$ cat config.mk
export PLATFORM = sky130hd
export DESIGN_NAME = midi_track_event_parser
export DESIGN_NICKNAME = d
export VERILOG_FILES = /design/src/mtep_pkg.sv /design/src/mtep_parse.sv /design/src/midi_track_event_parser.sv
export SDC_FILE = /design/constraint.sdc
export NUM_CORES = 1
export LEC_CHECK = 0
export BUFFER_PORTS_ARGS = -buffer_cell sky130_fd_sc_hd__buf_2
export CORE_UTILIZATION = 25
export CTS_CLUSTER_SIZE = 16
export DETAILED_ROUTE_END_ITERATION = 7
export SLEW_MARGIN = 40
export SYNTH_ARGS = -nofsm -noshare
export SYNTH_HDL_FRONTEND = slang
export SYNTH_SLANG_ARGS = --single-unit
$ cat constraint.sdc
create_clock -name clk -period 6.9 [get_ports clk]
set_input_delay 0.69 -clock clk [delete_from_list [all_inputs] [get_ports clk]]
set_output_delay 0.69 -clock clk [all_outputs]
set_load 0.005 [all_outputs]
$ cat src/mtep_pkg.sv
`default_nettype none

package mtep_pkg;

	// One raw byte of the track chunk body.
	typedef struct packed {
		logic [7:0] data_byte;
		logic       last_of_track;
	} in_item_t;

	// One decoded event.
	typedef struct packed {
		logic [1:0]  event_kind;
		logic [31:0] tick;
		logic [7:0]  status_byte;
		logic [7:0]  first_data;
		logic [7:0]  second_data;
		logic [23:0] tempo_us;
	} out_item_t;

	// Parser phases.
	typedef enum logic [3:0] {
		PH_DELTA     = 4'd0,
		PH_STATUS    = 4'd1,
		PH_DATA1     = 4'd2,
		PH_DATA2     = 4'd3,
		PH_SKIP1     = 4'd4,
		PH_META_TYPE = 4'd5,
		PH_META_LEN  = 4'd6,
		PH_TEMPO     = 4'd7,
		PH_SYSEX_LEN = 4'd8,
		PH_SKIP      = 4'd9,
		PH_DONE      = 4'd10
	} phase_t;

	// Event kinds.
	localparam logic [1:0] KIND_CHANNEL = 2'd0;
	localparam logic [1:0] KIND_TEMPO   = 2'd1;
	localparam logic [1:0] KIND_EOT     = 2'd2;

	// Status and meta codes.
	localparam logic [7:0] DATA_MASK     = 8'h7F;
	localparam logic [7:0] ST_NOTE_OFF   = 8'h80;
	localparam logic [7:0] ST_NOTE_ON    = 8'h90;
	localparam logic [7:0] ST_POLY_PRESS = 8'hA0;
	localparam logic [7:0] ST_CTRL       = 8'hB0;
	localparam logic [7:0] ST_PROGRAM    = 8'hC0;
	localparam logic [7:0] ST_CHAN_PRESS = 8'hD0;
	localparam logic [7:0] ST_PITCH      = 8'hE0;
	localparam logic [7:0] ST_SYSEX      = 8'hF0;
	localparam logic [7:0] ST_SYSEX_ESC  = 8'hF7;
	localparam logic [7:0] ST_META       = 8'hFF;
	localparam logic [7:0] TYPE_MASK     = 8'hF0;
	localparam logic [7:0] META_TEMPO    = 8'h51;
	localparam logic [7:0] META_EOT      = 8'h2F;

	localparam logic [2:0]  VLQ_MAX_BYTES = 3'd4;
	localparam logic [27:0] TEMPO_LEN     = 28'd3;

endpackage

`default_nettype wire

$ cat src/mtep_parse.sv
`default_nettype none

module mtep_parse (
	input  wire                  clk,
	input  wire                  arst_n,
	input  wire                  step,
	input  mtep_pkg::in_item_t   item,
	output logic                 res_valid,
	output mtep_pkg::out_item_t  res
);

	mtep_pkg::phase_t phase_q, phase_d;
	logic [31:0] tick_q, tick_d;
	logic [27:0] vlq_value_q, vlq_value_d;
	logic [2:0]  vlq_bytes_q, vlq_bytes_d;
	logic [7:0]  running_q, running_d;
	logic [7:0]  current_q, current_d;
	logic [7:0]  held_q, held_d;
	logic [7:0]  meta_kind_q, meta_kind_d;
	logic [27:0] skip_q, skip_d;
	logic [23:0] tempo_q, tempo_d;

	// Shared length decoder terms.
	logic [7:0]  b;
	logic [27:0] vlq_next;
	logic [2:0]  vlq_cnt_next;
	logic        vlq_done;
	logic [27:0] skip_dec;
	logic [23:0] tempo_next;
	logic [7:0]  b_type;
	logic [7:0]  run_type;
	logic [7:0]  cur_type;

	assign b            = item.data_byte;
	assign vlq_next     = {vlq_value_q[20:0], b[6:0] & mtep_pkg::DATA_MASK[6:0]};
	assign vlq_cnt_next = vlq_bytes_q + 3'd1;
	assign vlq_done     = !b[7] || (vlq_cnt_next >= mtep_pkg::VLQ_MAX_BYTES);
	assign skip_dec     = skip_q - 28'd1;
	assign tempo_next   = {tempo_q[15:0], b};
	assign b_type       = b & mtep_pkg::TYPE_MASK;
	assign run_type     = running_q & mtep_pkg::TYPE_MASK;
	assign cur_type     = current_q & mtep_pkg::TYPE_MASK;

	function automatic logic two_data(input logic [7:0] t);
		two_data = (t == mtep_pkg::ST_NOTE_OFF) || (t == mtep_pkg::ST_NOTE_ON) ||
			(t == mtep_pkg::ST_CTRL) || (t == mtep_pkg::ST_POLY_PRESS) ||
			(t == mtep_pkg::ST_PITCH);
	endfunction

	// Next state and result for the byte in the input register.
	always_comb begin
		phase_d     = phase_q;
		tick_d      = tick_q;
		vlq_value_d = vlq_value_q;
		vlq_bytes_d = vlq_bytes_q;
		running_d   = running_q;
		current_d   = current_q;
		held_d      = held_q;
		meta_kind_d = meta_kind_q;
		skip_d      = skip_q;
		tempo_d     = tempo_q;
		res_valid   = 1'b0;
		res         = '0;
		res.tick    = tick_q;

		unique case (phase_q)
			mtep_pkg::PH_STATUS: begin
				if (!b[7]) begin
					// Data byte: reuse running status if there is one.
					if (running_q == 8'd0) begin
						phase_d = mtep_pkg::PH_DELTA;
					end else begin
						current_d = running_q;
						if (two_data(run_type)) begin
							held_d  = b;
							phase_d = mtep_pkg::PH_DATA2;
						end else begin
							phase_d = mtep_pkg::PH_DELTA;
						end
					end
				end else begin
					if (b < mtep_pkg::ST_SYSEX) begin
						running_d = b;
					end
					current_d = b;
					if (b == mtep_pkg::ST_META) begin
						phase_d = mtep_pkg::PH_META_TYPE;
					end else if (b == mtep_pkg::ST_SYSEX || b == mtep_pkg::ST_SYSEX_ESC) begin
						vlq_value_d = '0;
						vlq_bytes_d = '0;
						phase_d     = mtep_pkg::PH_SYSEX_LEN;
					end else if (two_data(b_type)) begin
						phase_d = mtep_pkg::PH_DATA1;
					end else if (b_type == mtep_pkg::ST_PROGRAM ||
						b_type == mtep_pkg::ST_CHAN_PRESS) begin
						phase_d = mtep_pkg::PH_SKIP1;
					end else begin
						phase_d = mtep_pkg::PH_DELTA;
					end
				end
			end
			mtep_pkg::PH_DATA1: begin
				held_d  = b;
				phase_d = mtep_pkg::PH_DATA2;
			end
			mtep_pkg::PH_DATA2: begin
				// Only note off, note on and control change are reported.
				if (cur_type == mtep_pkg::ST_NOTE_OFF || cur_type == mtep_pkg::ST_NOTE_ON ||
					cur_type == mtep_pkg::ST_CTRL) begin
					res_valid       = 1'b1;
					res.event_kind  = mtep_pkg::KIND_CHANNEL;
					res.status_byte = current_q;
					res.first_data  = held_q;
					res.second_data = b;
				end
				phase_d = mtep_pkg::PH_DELTA;
			end
			mtep_pkg::PH_SKIP1: begin
				phase_d = mtep_pkg::PH_DELTA;
			end
			mtep_pkg::PH_META_TYPE: begin
				meta_kind_d = b;
				vlq_value_d = '0;
				vlq_bytes_d = '0;
				phase_d     = mtep_pkg::PH_META_LEN;
			end
			mtep_pkg::PH_META_LEN: begin
				vlq_value_d = vlq_next;
				vlq_bytes_d = vlq_cnt_next;
				if (vlq_done) begin
					vlq_value_d = '0;
					vlq_bytes_d = '0;
					if (meta_kind_q == mtep_pkg::META_TEMPO && vlq_next == mtep_pkg::TEMPO_LEN) begin
						tempo_d = '0;
						skip_d  = mtep_pkg::TEMPO_LEN;
						phase_d = mtep_pkg::PH_TEMPO;
					end else if (meta_kind_q == mtep_pkg::META_EOT) begin
						res_valid       = 1'b1;
						res.event_kind  = mtep_pkg::KIND_EOT;
						res.status_byte = mtep_pkg::ST_META;
						res.first_data  = mtep_pkg::META_EOT;
						phase_d         = mtep_pkg::PH_DONE;
					end else begin
						skip_d  = vlq_next;
						phase_d = (vlq_next == 28'd0) ? mtep_pkg::PH_DELTA : mtep_pkg::PH_SKIP;
					end
				end
			end
			mtep_pkg::PH_TEMPO: begin
				tempo_d = tempo_next;
				skip_d  = skip_dec;
				if (skip_dec == 28'd0) begin
					res_valid       = 1'b1;
					res.event_kind  = mtep_pkg::KIND_TEMPO;
					res.status_byte = mtep_pkg::ST_META;
					res.first_data  = mtep_pkg::META_TEMPO;
					res.tempo_us    = tempo_next;
					phase_d         = mtep_pkg::PH_DELTA;
				end
			end
			mtep_pkg::PH_SYSEX_LEN: begin
				vlq_value_d = vlq_next;
				vlq_bytes_d = vlq_cnt_next;
				if (vlq_done) begin
					vlq_value_d = '0;
					vlq_bytes_d = '0;
					skip_d      = vlq_next;
					phase_d     = (vlq_next == 28'd0) ? mtep_pkg::PH_DELTA : mtep_pkg::PH_SKIP;
				end
			end
			mtep_pkg::PH_SKIP: begin
				skip_d = skip_dec;
				if (skip_dec == 28'd0) begin
					phase_d = mtep_pkg::PH_DELTA;
				end
			end
			mtep_pkg::PH_DONE: begin
				phase_d = mtep_pkg::PH_DONE;
			end
			default: begin
				// Delta time; unused phase codes behave the same way.
				vlq_value_d = vlq_next;
				vlq_bytes_d = vlq_cnt_next;
				if (vlq_done) begin
					tick_d      = tick_q + {4'd0, vlq_next};
					vlq_value_d = '0;
					vlq_bytes_d = '0;
					phase_d     = mtep_pkg::PH_STATUS;
				end else begin
					phase_d = mtep_pkg::PH_DELTA;
				end
			end
		endcase

		// The final byte of the track returns everything to reset.
		if (item.last_of_track) begin
			phase_d     = mtep_pkg::PH_DELTA;
			tick_d      = '0;
			vlq_value_d = '0;
			vlq_bytes_d = '0;
			running_d   = '0;
			current_d   = '0;
			held_d      = '0;
			meta_kind_d = '0;
			skip_d      = '0;
			tempo_d     = '0;
		end
	end

	// Parser state registers.
	always_ff @(posedge clk or negedge arst_n) begin
		if (!arst_n) begin
			phase_q     <= mtep_pkg::PH_DELTA;
			tick_q      <= '0;
			vlq_value_q <= '0;
			vlq_bytes_q <= '0;
			running_q   <= '0;
			current_q   <= '0;
			held_q      <= '0;
			meta_kind_q <= '0;
			skip_q      <= '0;
			tempo_q     <= '0;
		end else if (step) begin
			phase_q     <= phase_d;
			tick_q      <= tick_d;
			vlq_value_q <= vlq_value_d;
			vlq_bytes_q <= vlq_bytes_d;
			running_q   <= running_d;
			current_q   <= current_d;
			held_q      <= held_d;
			meta_kind_q <= meta_kind_d;
			skip_q      <= skip_d;
			tempo_q     <= tempo_d;
		end
	end

endmodule

`default_nettype wire

$ cat src/midi_track_event_parser.sv
// Path: a byte accepted into the input register is parsed there, and its event,
// if any, is then registered into the result register and offered on result.
// Throughput: one byte per cycle; the input register and the result register
// both advance whenever the result register is empty or is being taken.
// Reset: arst_n clears all parser state to the delta-time phase with tick zero.
`default_nettype none

module midi_track_event_parser (
	input  wire                  clk,
	input  wire                  arst_n,
	input  wire                  item_valid,
	output logic                 item_ready,
	input  mtep_pkg::in_item_t   item,
	output logic                 result_valid,
	input  wire                  result_ready,
	output mtep_pkg::out_item_t  result
);

	logic                valid_s1;
	mtep_pkg::in_item_t  item_s1;
	logic                advance;
	logic                res_valid;
	mtep_pkg::out_item_t res;

	// The parsed byte needs a free result slot to move on.
	assign advance    = !result_valid || result_ready;
	assign item_ready = !valid_s1 || advance;

	// Input register.
	always_ff @(posedge clk or negedge arst_n) begin
		if (!arst_n) begin
			valid_s1 <= 1'b0;
		end else if (item_ready) begin
			valid_s1 <= item_valid;
		end
	end

	always_ff @(posedge clk) begin
		if (item_ready && item_valid) begin
			item_s1 <= item;
		end
	end

	mtep_parse u_parse (
		.clk      (clk),
		.arst_n   (arst_n),
		.step     (valid_s1 && advance),
		.item     (item_s1),
		.res_valid(res_valid),
		.res      (res)
	);

	// Result register; a new event replaces one that is being transferred.
	always_ff @(posedge clk or negedge arst_n) begin
		if (!arst_n) begin
			result_valid <= 1'b0;
		end else if (advance) begin
			result_valid <= valid_s1 && res_valid;
		end
	end

	always_ff @(posedge clk) begin
		if (advance && valid_s1 && res_valid) begin
			result <= res;
		end
	end

endmodule

`default_nettype wire
==> out/results.tsv, run 1 <==
stage	metric	value	unit
status	status	complete, no violations	
drt	wl_per_cell	16.9	um
critical_path	cp_data_arrival_time	4.43	ns
critical_path	cp.required	7.06	ns
clocking	cts_max_level	1	
layout	synthToLayoutAreaGrowth	16.8	%
critical_path	startpoint_type	flop	
pwr	powerDensity	269	nW/um^2
synth	synth.distinct_cells	77	
clocking	clock_path_buffers	3	
sta	rsz0062_at_grt	false	
sta	fmax	0.234	GHz
layout	n_antenna_cell	0	
sta	slew_violations	0	
sta	fin_crit_sh	61.9	%
sta	final.setup.tns	0	ns
critical_path	rr_startpoint	u_parse.skip_q[0]	
drt	viasPerCell	4.88	
sta	holdWs	0.170	ns
global_route	antenna_found_initial	0	
synth	seq_area_frac_synth	53.0	%
critical_path	cp_max_fo	82	
clocking	numCtsBuffers	27	
placement	post-dp-hpwl	21300	um
clocking	insertion_delay	0.54	ns
floorplan	start_util	25.6	%
global_route	grt_pass1_vias	8575	
sta	clock_skew	0.0123	ns
clocking	clk_pin_slew	0.06	ns
drt	drcViolationCount	0	
drt	wirelength	31000	um
placement	placedCellCount	1783	
synth	synth_top_area_cell	dfrtp_1	
clocking	cts-resized-gates	0	
synth	syn_area	11700	sq um
sta	worst_pin_slew	0.845	ns
drt	antenna_left	0	
placement	gp_congestion	0.905	
synth	ys_ff_latch	229	
synth	synthFlopType	dfrtp_1	
clocking	cts_setup_buffers	0	
sta	fin_crit	4.27	ns
clocking	cts_tree	yes	
sta	relSlewSlack	43.7	%
critical_path	r2r_cells	11	
drt	vias	8950	
layout	layout-drive-gt1-share	16.0	%
sta	finalHoldViolations	0	
layout	nNetsFinal	1257	
synth	syn_area_per_cell	10.2	sq um
synth	synth_top_area_share	29.6	%
global_route	grt-ovfl-total	0	
placement	portBuffers	96	
floorplan	floorplan.rows	78	
floorplan	fp.dieH	218	um
pwr	p_leak	5.92	nW
drt	first_iter_violations	644	
critical_path	r2r_end	result[74]	
hold_path	min_path_type	in2async	
clocking	hold_buffers	0	
floorplan	core	45700	sq um
layout	layoutNonFillerInstCount	1833	
floorplan	die-area	47500	sq um
clocking	cts_root_buf	clkbuf_16	
critical_path	path_class	reg2reg	
synth	synth_area_leaders	dfrtp_1, edfxtp_1, o21ai_0	
global_route	grt_first_pass_wirelength	49200	um
floorplan	ios	97	
drt	dr.pass1.iters	5	
synth	synthCells	1141	
global_route	grt_max_degree	83	
floorplan	fp.dieW	218	um
synth	yosys_warnings	0	
synth	async_flop_share	60.3	%
critical_path	end_kind	flop	
global_route	grt_use_total	13.0	%
critical_path	r2r_slack	2.63	ns
synth	synth_edf_count	91	
pwr	ir_drop	0.178	mV
sta	fin_ws	2.63	ns
clocking	clock-sinks	229	
run	cap_violations	0	
placement	dp_slack	2.60	ns
sta	finalSetupViolCount	0	
synth	syn-num-nets	1186	
[cells in the mapped netlist, drive strengths merged, types with 3 or more instances]
| cell | instances |
|---|---|
| a211oi | 7 |
| a21o | 23 |
| a21oi | 69 |
| a221o | 3 |
| a22o | 21 |
| a22oi | 7 |
| a31o | 3 |
| a31oi | 6 |
| and2 | 36 |
| and3 | 13 |
| and4 | 6 |
| buf | 11 |
| clkbuf | 54 |
| dfrtp | 138 |
| edfxtp | 91 |
| ha | 31 |
| inv | 27 |
| mux2 | 26 |
| mux2i | 14 |
| nand2 | 135 |
| nand2b | 11 |
| nand3 | 23 |
| nand4 | 7 |
| nand4b | 3 |
| nor2 | 75 |
| nor2b | 14 |
| nor3 | 27 |
| nor3b | 6 |
| nor4 | 21 |
| nor4b | 3 |
| o211ai | 5 |
| o21a | 11 |
| o21ai | 122 |
| o21bai | 3 |
| o22ai | 3 |
| o31ai | 10 |
| o41ai | 3 |
| or2 | 5 |
| or3 | 5 |
| or4 | 3 |
| xnor2 | 22 |
| xor2 | 10 |
[worst max-delay path by stage]
| stage | from | to | depth (start not counted) |
|---|---|---|---|
| 3_5_place_dp | u_parse.skip_q[0] | result[70] | 11 |
| 2_1_floorplan | u_parse.skip_q[7] | result[0] | 10 |
| 3_3_place_gp | u_parse.skip_q[0] | result[72] | 11 |
| 5_1_grt | u_parse.skip_q[1] | result[70] | 11 |
| 6_report | u_parse.skip_q[0] | result[74] | 11 |
| 4_1_cts | u_parse.skip_q[0] | result[64] | 11 |
[cell families (layout without fill, tap and decap cells)]
kind of cell               after synthesis  count (layout)  share of synthesized area [%]
and+or+nand+nor                        400             400                           17.3
AOI/OAI and AO/OA                      316             316                           16.9
DFF                                    229             229                           53.0
buffers and inverters                   92             184                           3.18
muxes                                   40              40                           3.71
adders and majority gates               32              32                           3.50
xor gates and xnor gates                32              32                           2.40
[power breakdown]
| part | internal (mW) | switching, mW | total (mW) |
|---|---|---|---|
| clock | 0.817 | 0.559 | 1.38 |
| combinational | 0.258 | 0.380 | 0.638 |
| sequential | 1.52 | 0.130 | 1.65 |
[stage by stage]
stage / cell area (sq um) / total power [mW] / utilization (%)
floorplan: 11700 / 2.11 / -
global placement: 12700 / 2.30 / 27.9
detailed placement: 12800 / 2.31 / 27.9
CTS: 13600 / 3.70 / 29.8
global route: 13600 / 3.85 / 29.8
finish: 13600 / 3.66 / 29.8
[cells in the final DEF (no fill, tap or decap), drive strengths merged, types with 7 or more instances in the layout]
cell    count
xor2       10
nor2b      14
a211oi      7
nor3       27
nand4       7
mux2i      14
o31ai      10
nand3      23
mux2       26
xnor2      22
edfxtp     91
clkbuf     41
o21a       11
nand2     135
buf       107
o21ai     122
nand2b     11
ha         31
nor4       21
inv        29
a22oi       7
a21oi      69
and3       13
a22o       21
a21o       23
dfrtp     138
nor2       75
and2       36
[sequential cells by signal, indices dropped and copies added (netlist names)]
signal,cells
result,82
u_parse.tick_q,32
u_parse.skip_q,28
u_parse.vlq_value_q,21
u_parse.tempo_q,16
item_s1,9
u_parse.current_q,8
u_parse.held_q,8
u_parse.meta_kind_q,8
u_parse.running_q,8
u_parse.phase_q,4
u_parse.vlq_bytes_q,3
result_valid,1
valid_s1,1
[layout make-up]
| class | instances | area, sq um |
|---|---|---|
| clock buffer | 41 | 779 |
| tap | 600 | 751 |
| fill | 4738 | 32000 |
| inverter | 27 | 101 |
| sequential | 229 | 6190 |
| clock inverter | 9 | 80.1 |
| multi-input combinational | 820 | 5150 |
| timing repair buffer | 107 | 577 |
[worst max-delay path, stage by stage, from the launching register on]
cell and delay, ns:
dfrtp_1 0.44, inv_1 0.10, ha_1 0.36, nor2b_1 0.35
nand2_2 0.21, or2_2 0.39, o311ai_0 0.49, and4b_1 0.27
buf_4 0.26, nor2_2 0.16, a21oi_4 0.18, buf_6 0.60
[metal layers]
metal,up-vias,global-route usage (%),wire length (um)
met5,-,0,0
met4,0,3.01,487
met3,33,1.88,1530
met2,230,21.2,14700
met1,4384,18.0,14300
li1,4303,-,-
Power figures use the tool's default switching activity.
==> run 2, diff against run 1 <==
- clock period: 6.9 -> 3.5 ns (I/O delays scaled with it)
==> run 2 against run 1 <==
Die area did not move. Largest power group unchanged. Critical path type unchanged. Global-route usage rose by 0.59 points. Cell count rose by 2.8%. Highest routed layer unchanged. Largest cell class unchanged.
==> out/results.tsv, run 2 (synthesis results as in run 1) <==
stage	metric	value	unit	change
placement	portBuffers	96		unchanged
critical_path	slowest_stage	dfrtp_1		
sta	final.setup.tns	0	ns	unchanged
layout	nFillCells	4738		unchanged
layout	stdcell_area	14200	sq um	+3.9%
layout	layout_common_cells	dfrtp_1, nand2_1, o21ai_0		
sta	slew_violations	0		unchanged
drt	viasPerCell	4.95		+1.4%
sta	clock_skew	0.0133	ns	+0.00102 ns
sta	relSlewSlack	50.9	%	+7.3 points
status	status	complete, no violations		
global_route	grt_first_pass_wirelength	51100	um	+3.9%
pwr	powerDensity	518	nW/um^2	+93%
floorplan	fp.dieW	218	um	unchanged
layout	utilization	31.0	%	+1.2 points
drt	wl_per_cell	17.4	um	+3.2%
sta	fin_crit_sh	94.3	%	+32 points
critical_path	crit_chain	inv_1 -> ha_1 -> buf_4 -> nor3b_1 -> nand4_1 -> xor2_2 -> nor3b_1 -> nor4b_2 -> and4b_2 -> nor2_4 -> a21oi_4 -> buf_4 -> clkbuf_16		
drt	vias	9336		+4.3%
clocking	cts_root_buf	clkbuf_16		
layout	nNetsFinal	1310		+4.2%
placement	placedCellCount	1824		+2.3%
critical_path	max_stage_delay	0.44	ns	-0.16 ns
critical_path	path_buf_inv	4		+1
clocking	cts_max_level	1		unchanged
layout	layout_commonest_cell	dfrtp_1		
placement	gp_congestion	0.900		-0.56%
hold_path	min_path_type	in2reg		
clocking	cts_tree	yes		
critical_path	crit_start	u_parse.skip_q[0]		
drt	dr.pass1.iters	5		unchanged
drt	wirelength	32900	um	+6.1%
placement	post-dp-hpwl	22600	um	+6.5%
sta	finalHoldViolations	0		unchanged
clocking	numCtsBuffers	26		-3.7%
sta	fmax	0.303	GHz	+29%
floorplan	start_util	25.6	%	unchanged
clocking	insertion_delay	0.54	ns	about the same
pwr	clkPwrFrac	36.7	%	-0.9 points
placement	dp_slack	0.204	ns	-2.40 ns
pwr	internal_power	5.15	mW	+98%
layout	layout-drive-gt1-share	19.4	%	+3.4 points
global_route	grt-ovfl-total	0		unchanged
critical_path	cp_max_fo	16		-80%
floorplan	floorplan.rows	78		unchanged
global_route	grt_max_degree	71		-14%
layout	synthToLayoutAreaGrowth	21.3	%	
pwr	p_comb_share	19.5	%	+2.1 points
clocking	clk_pin_slew	0.06	ns	about the same
critical_path	cp_data_arrival_time	3.54	ns	-0.89 ns
clocking	clock-sinks	229		unchanged
floorplan	die-area	47500	sq um	unchanged
global_route	grt_use_total	13.6	%	+0.59 points
global_route	antenna_found_initial	0		unchanged
layout	top_register	result		
pwr	p_leak	6.19	nW	+4.7%
critical_path	path_delay_family	simple AND/OR/NAND/NOR gates		
placement	placed_cell_area	13100	sq um	+3.0%
sta	finalSetupViolCount	0		unchanged
drt	first_iter_violations	658		+2.2%
sta	fin_crit	3.30	ns	-0.968 ns
sta	holdWs	0.0271	ns	-0.143 ns
critical_path	rr_startpoint	u_parse.skip_q[0]		
drt	antenna_left	0		unchanged
layout	top_regs	result: 82 flops, u_parse.tick_q: 32 flops, u_parse.skip_q: 28 flops		
layout	multi_input_area	5190	sq um	+0.68%
critical_path	startpoint_type	flop		
pwr	ir_drop	0.379	mV	+110%
layout	largest_reg_flops	82		unchanged
layout	seqCellArea	6190	sq um	about the same
pwr	power_switching	2.18	mW	+100%
critical_path	path_class	reg2reg		
floorplan	core	45700	sq um	unchanged
floorplan	ios	97		unchanged
drt	drcViolationCount	0		unchanged
sta	fin_ws	0.199	ns	-2.43 ns
sta	worst_pin_slew	0.736	ns	-0.109 ns
layout	n_antenna_cell	0		unchanged
pwr	seqPwrFrac	43.9	%	-1.1 points
global_route	grt_pass1_vias	8817		+2.8%
pwr	switching_share	29.8	%	+0.58 points
floorplan	fp.dieH	218	um	unchanged
layout	layoutNonFillerInstCount	1885		+2.8%
critical_path	end_kind	flop		
hold_path	min_from	item_valid		
pwr	totalPowerFinal	7.33	mW	+100%
clocking	clock_path_buffers	3		unchanged
critical_path	cp.required	3.74	ns	-3.32 ns
run	cap_violations	0		unchanged
-- run 2: cell count changes in the layout (fill, tap and decap cells not counted), sizes merged --
cell and delta:
buf +43, dlygate4sd3 +9, clkbuf -3, clkinv +2, clkinvlp +2, inv -1
-- run 2: cell type report --
cell class              count  share of cell area, %
flip-flops and latches    229                   43.7
repair buffers            161                   7.65
clock inverters            12                  0.743
inverters                  27                  0.716
clock buffers              36                   5.22
well taps                 600                   5.30
multi-input cells         820                   36.7
-- run 2: power by group through the flow --
stage,registers (mW),clock network [mW],logic (mW)
3_3_place_gp,3.26,0,1.38
3_5_place_dp,3.26,0,1.40
2_1_floorplan,3.16,0,1.03
4_1_cts,3.21,2.77,1.42
5_1_grt,3.24,2.89,1.58
6_report,3.22,2.69,1.43
-- run 2: worst paths after layout --
| check | end | slack [ns] | cells past startpoint |
|---|---|---|---|
| worst max-delay path | result[71] | 0.20 | 13 |
| worst min-delay path | valid_s1 | 0.03 | 2 |
| worst max register to register | result[71] | 0.20 | 13 |
| worst min register to register | u_parse.meta_kind_q[7] | 0.47 | 2 |
| max in group asynchronous | u_parse.tick_q[24] | 2.29 | 3 |
| min in group asynchronous | u_parse.tick_q[16] | 0.39 | 2 |
-- run 2: timing repair --
| action | 4_1_cts | 5_1_grt |
|---|---|---|
| buffers inserted | 0 | 2 |
| gates resized for setup | 0 | 3 |
| endpoints found under the setup margin | 0 | 83 |
| endpoints found under the hold margin | 76 | 0 |
| hold buffers | 9 | 0 |
-- run 2: routing by layer --
metal	GRT usage (%)	vias up	wire, um	part of all wire, %
met1	18.6	4629	14800	45
met5	0	-	0	0
met3	1.81	51	1660	5.1
met2	22.4	261	15600	48
li1	-	4395	-	-
met4	3.45	0	725	2.2
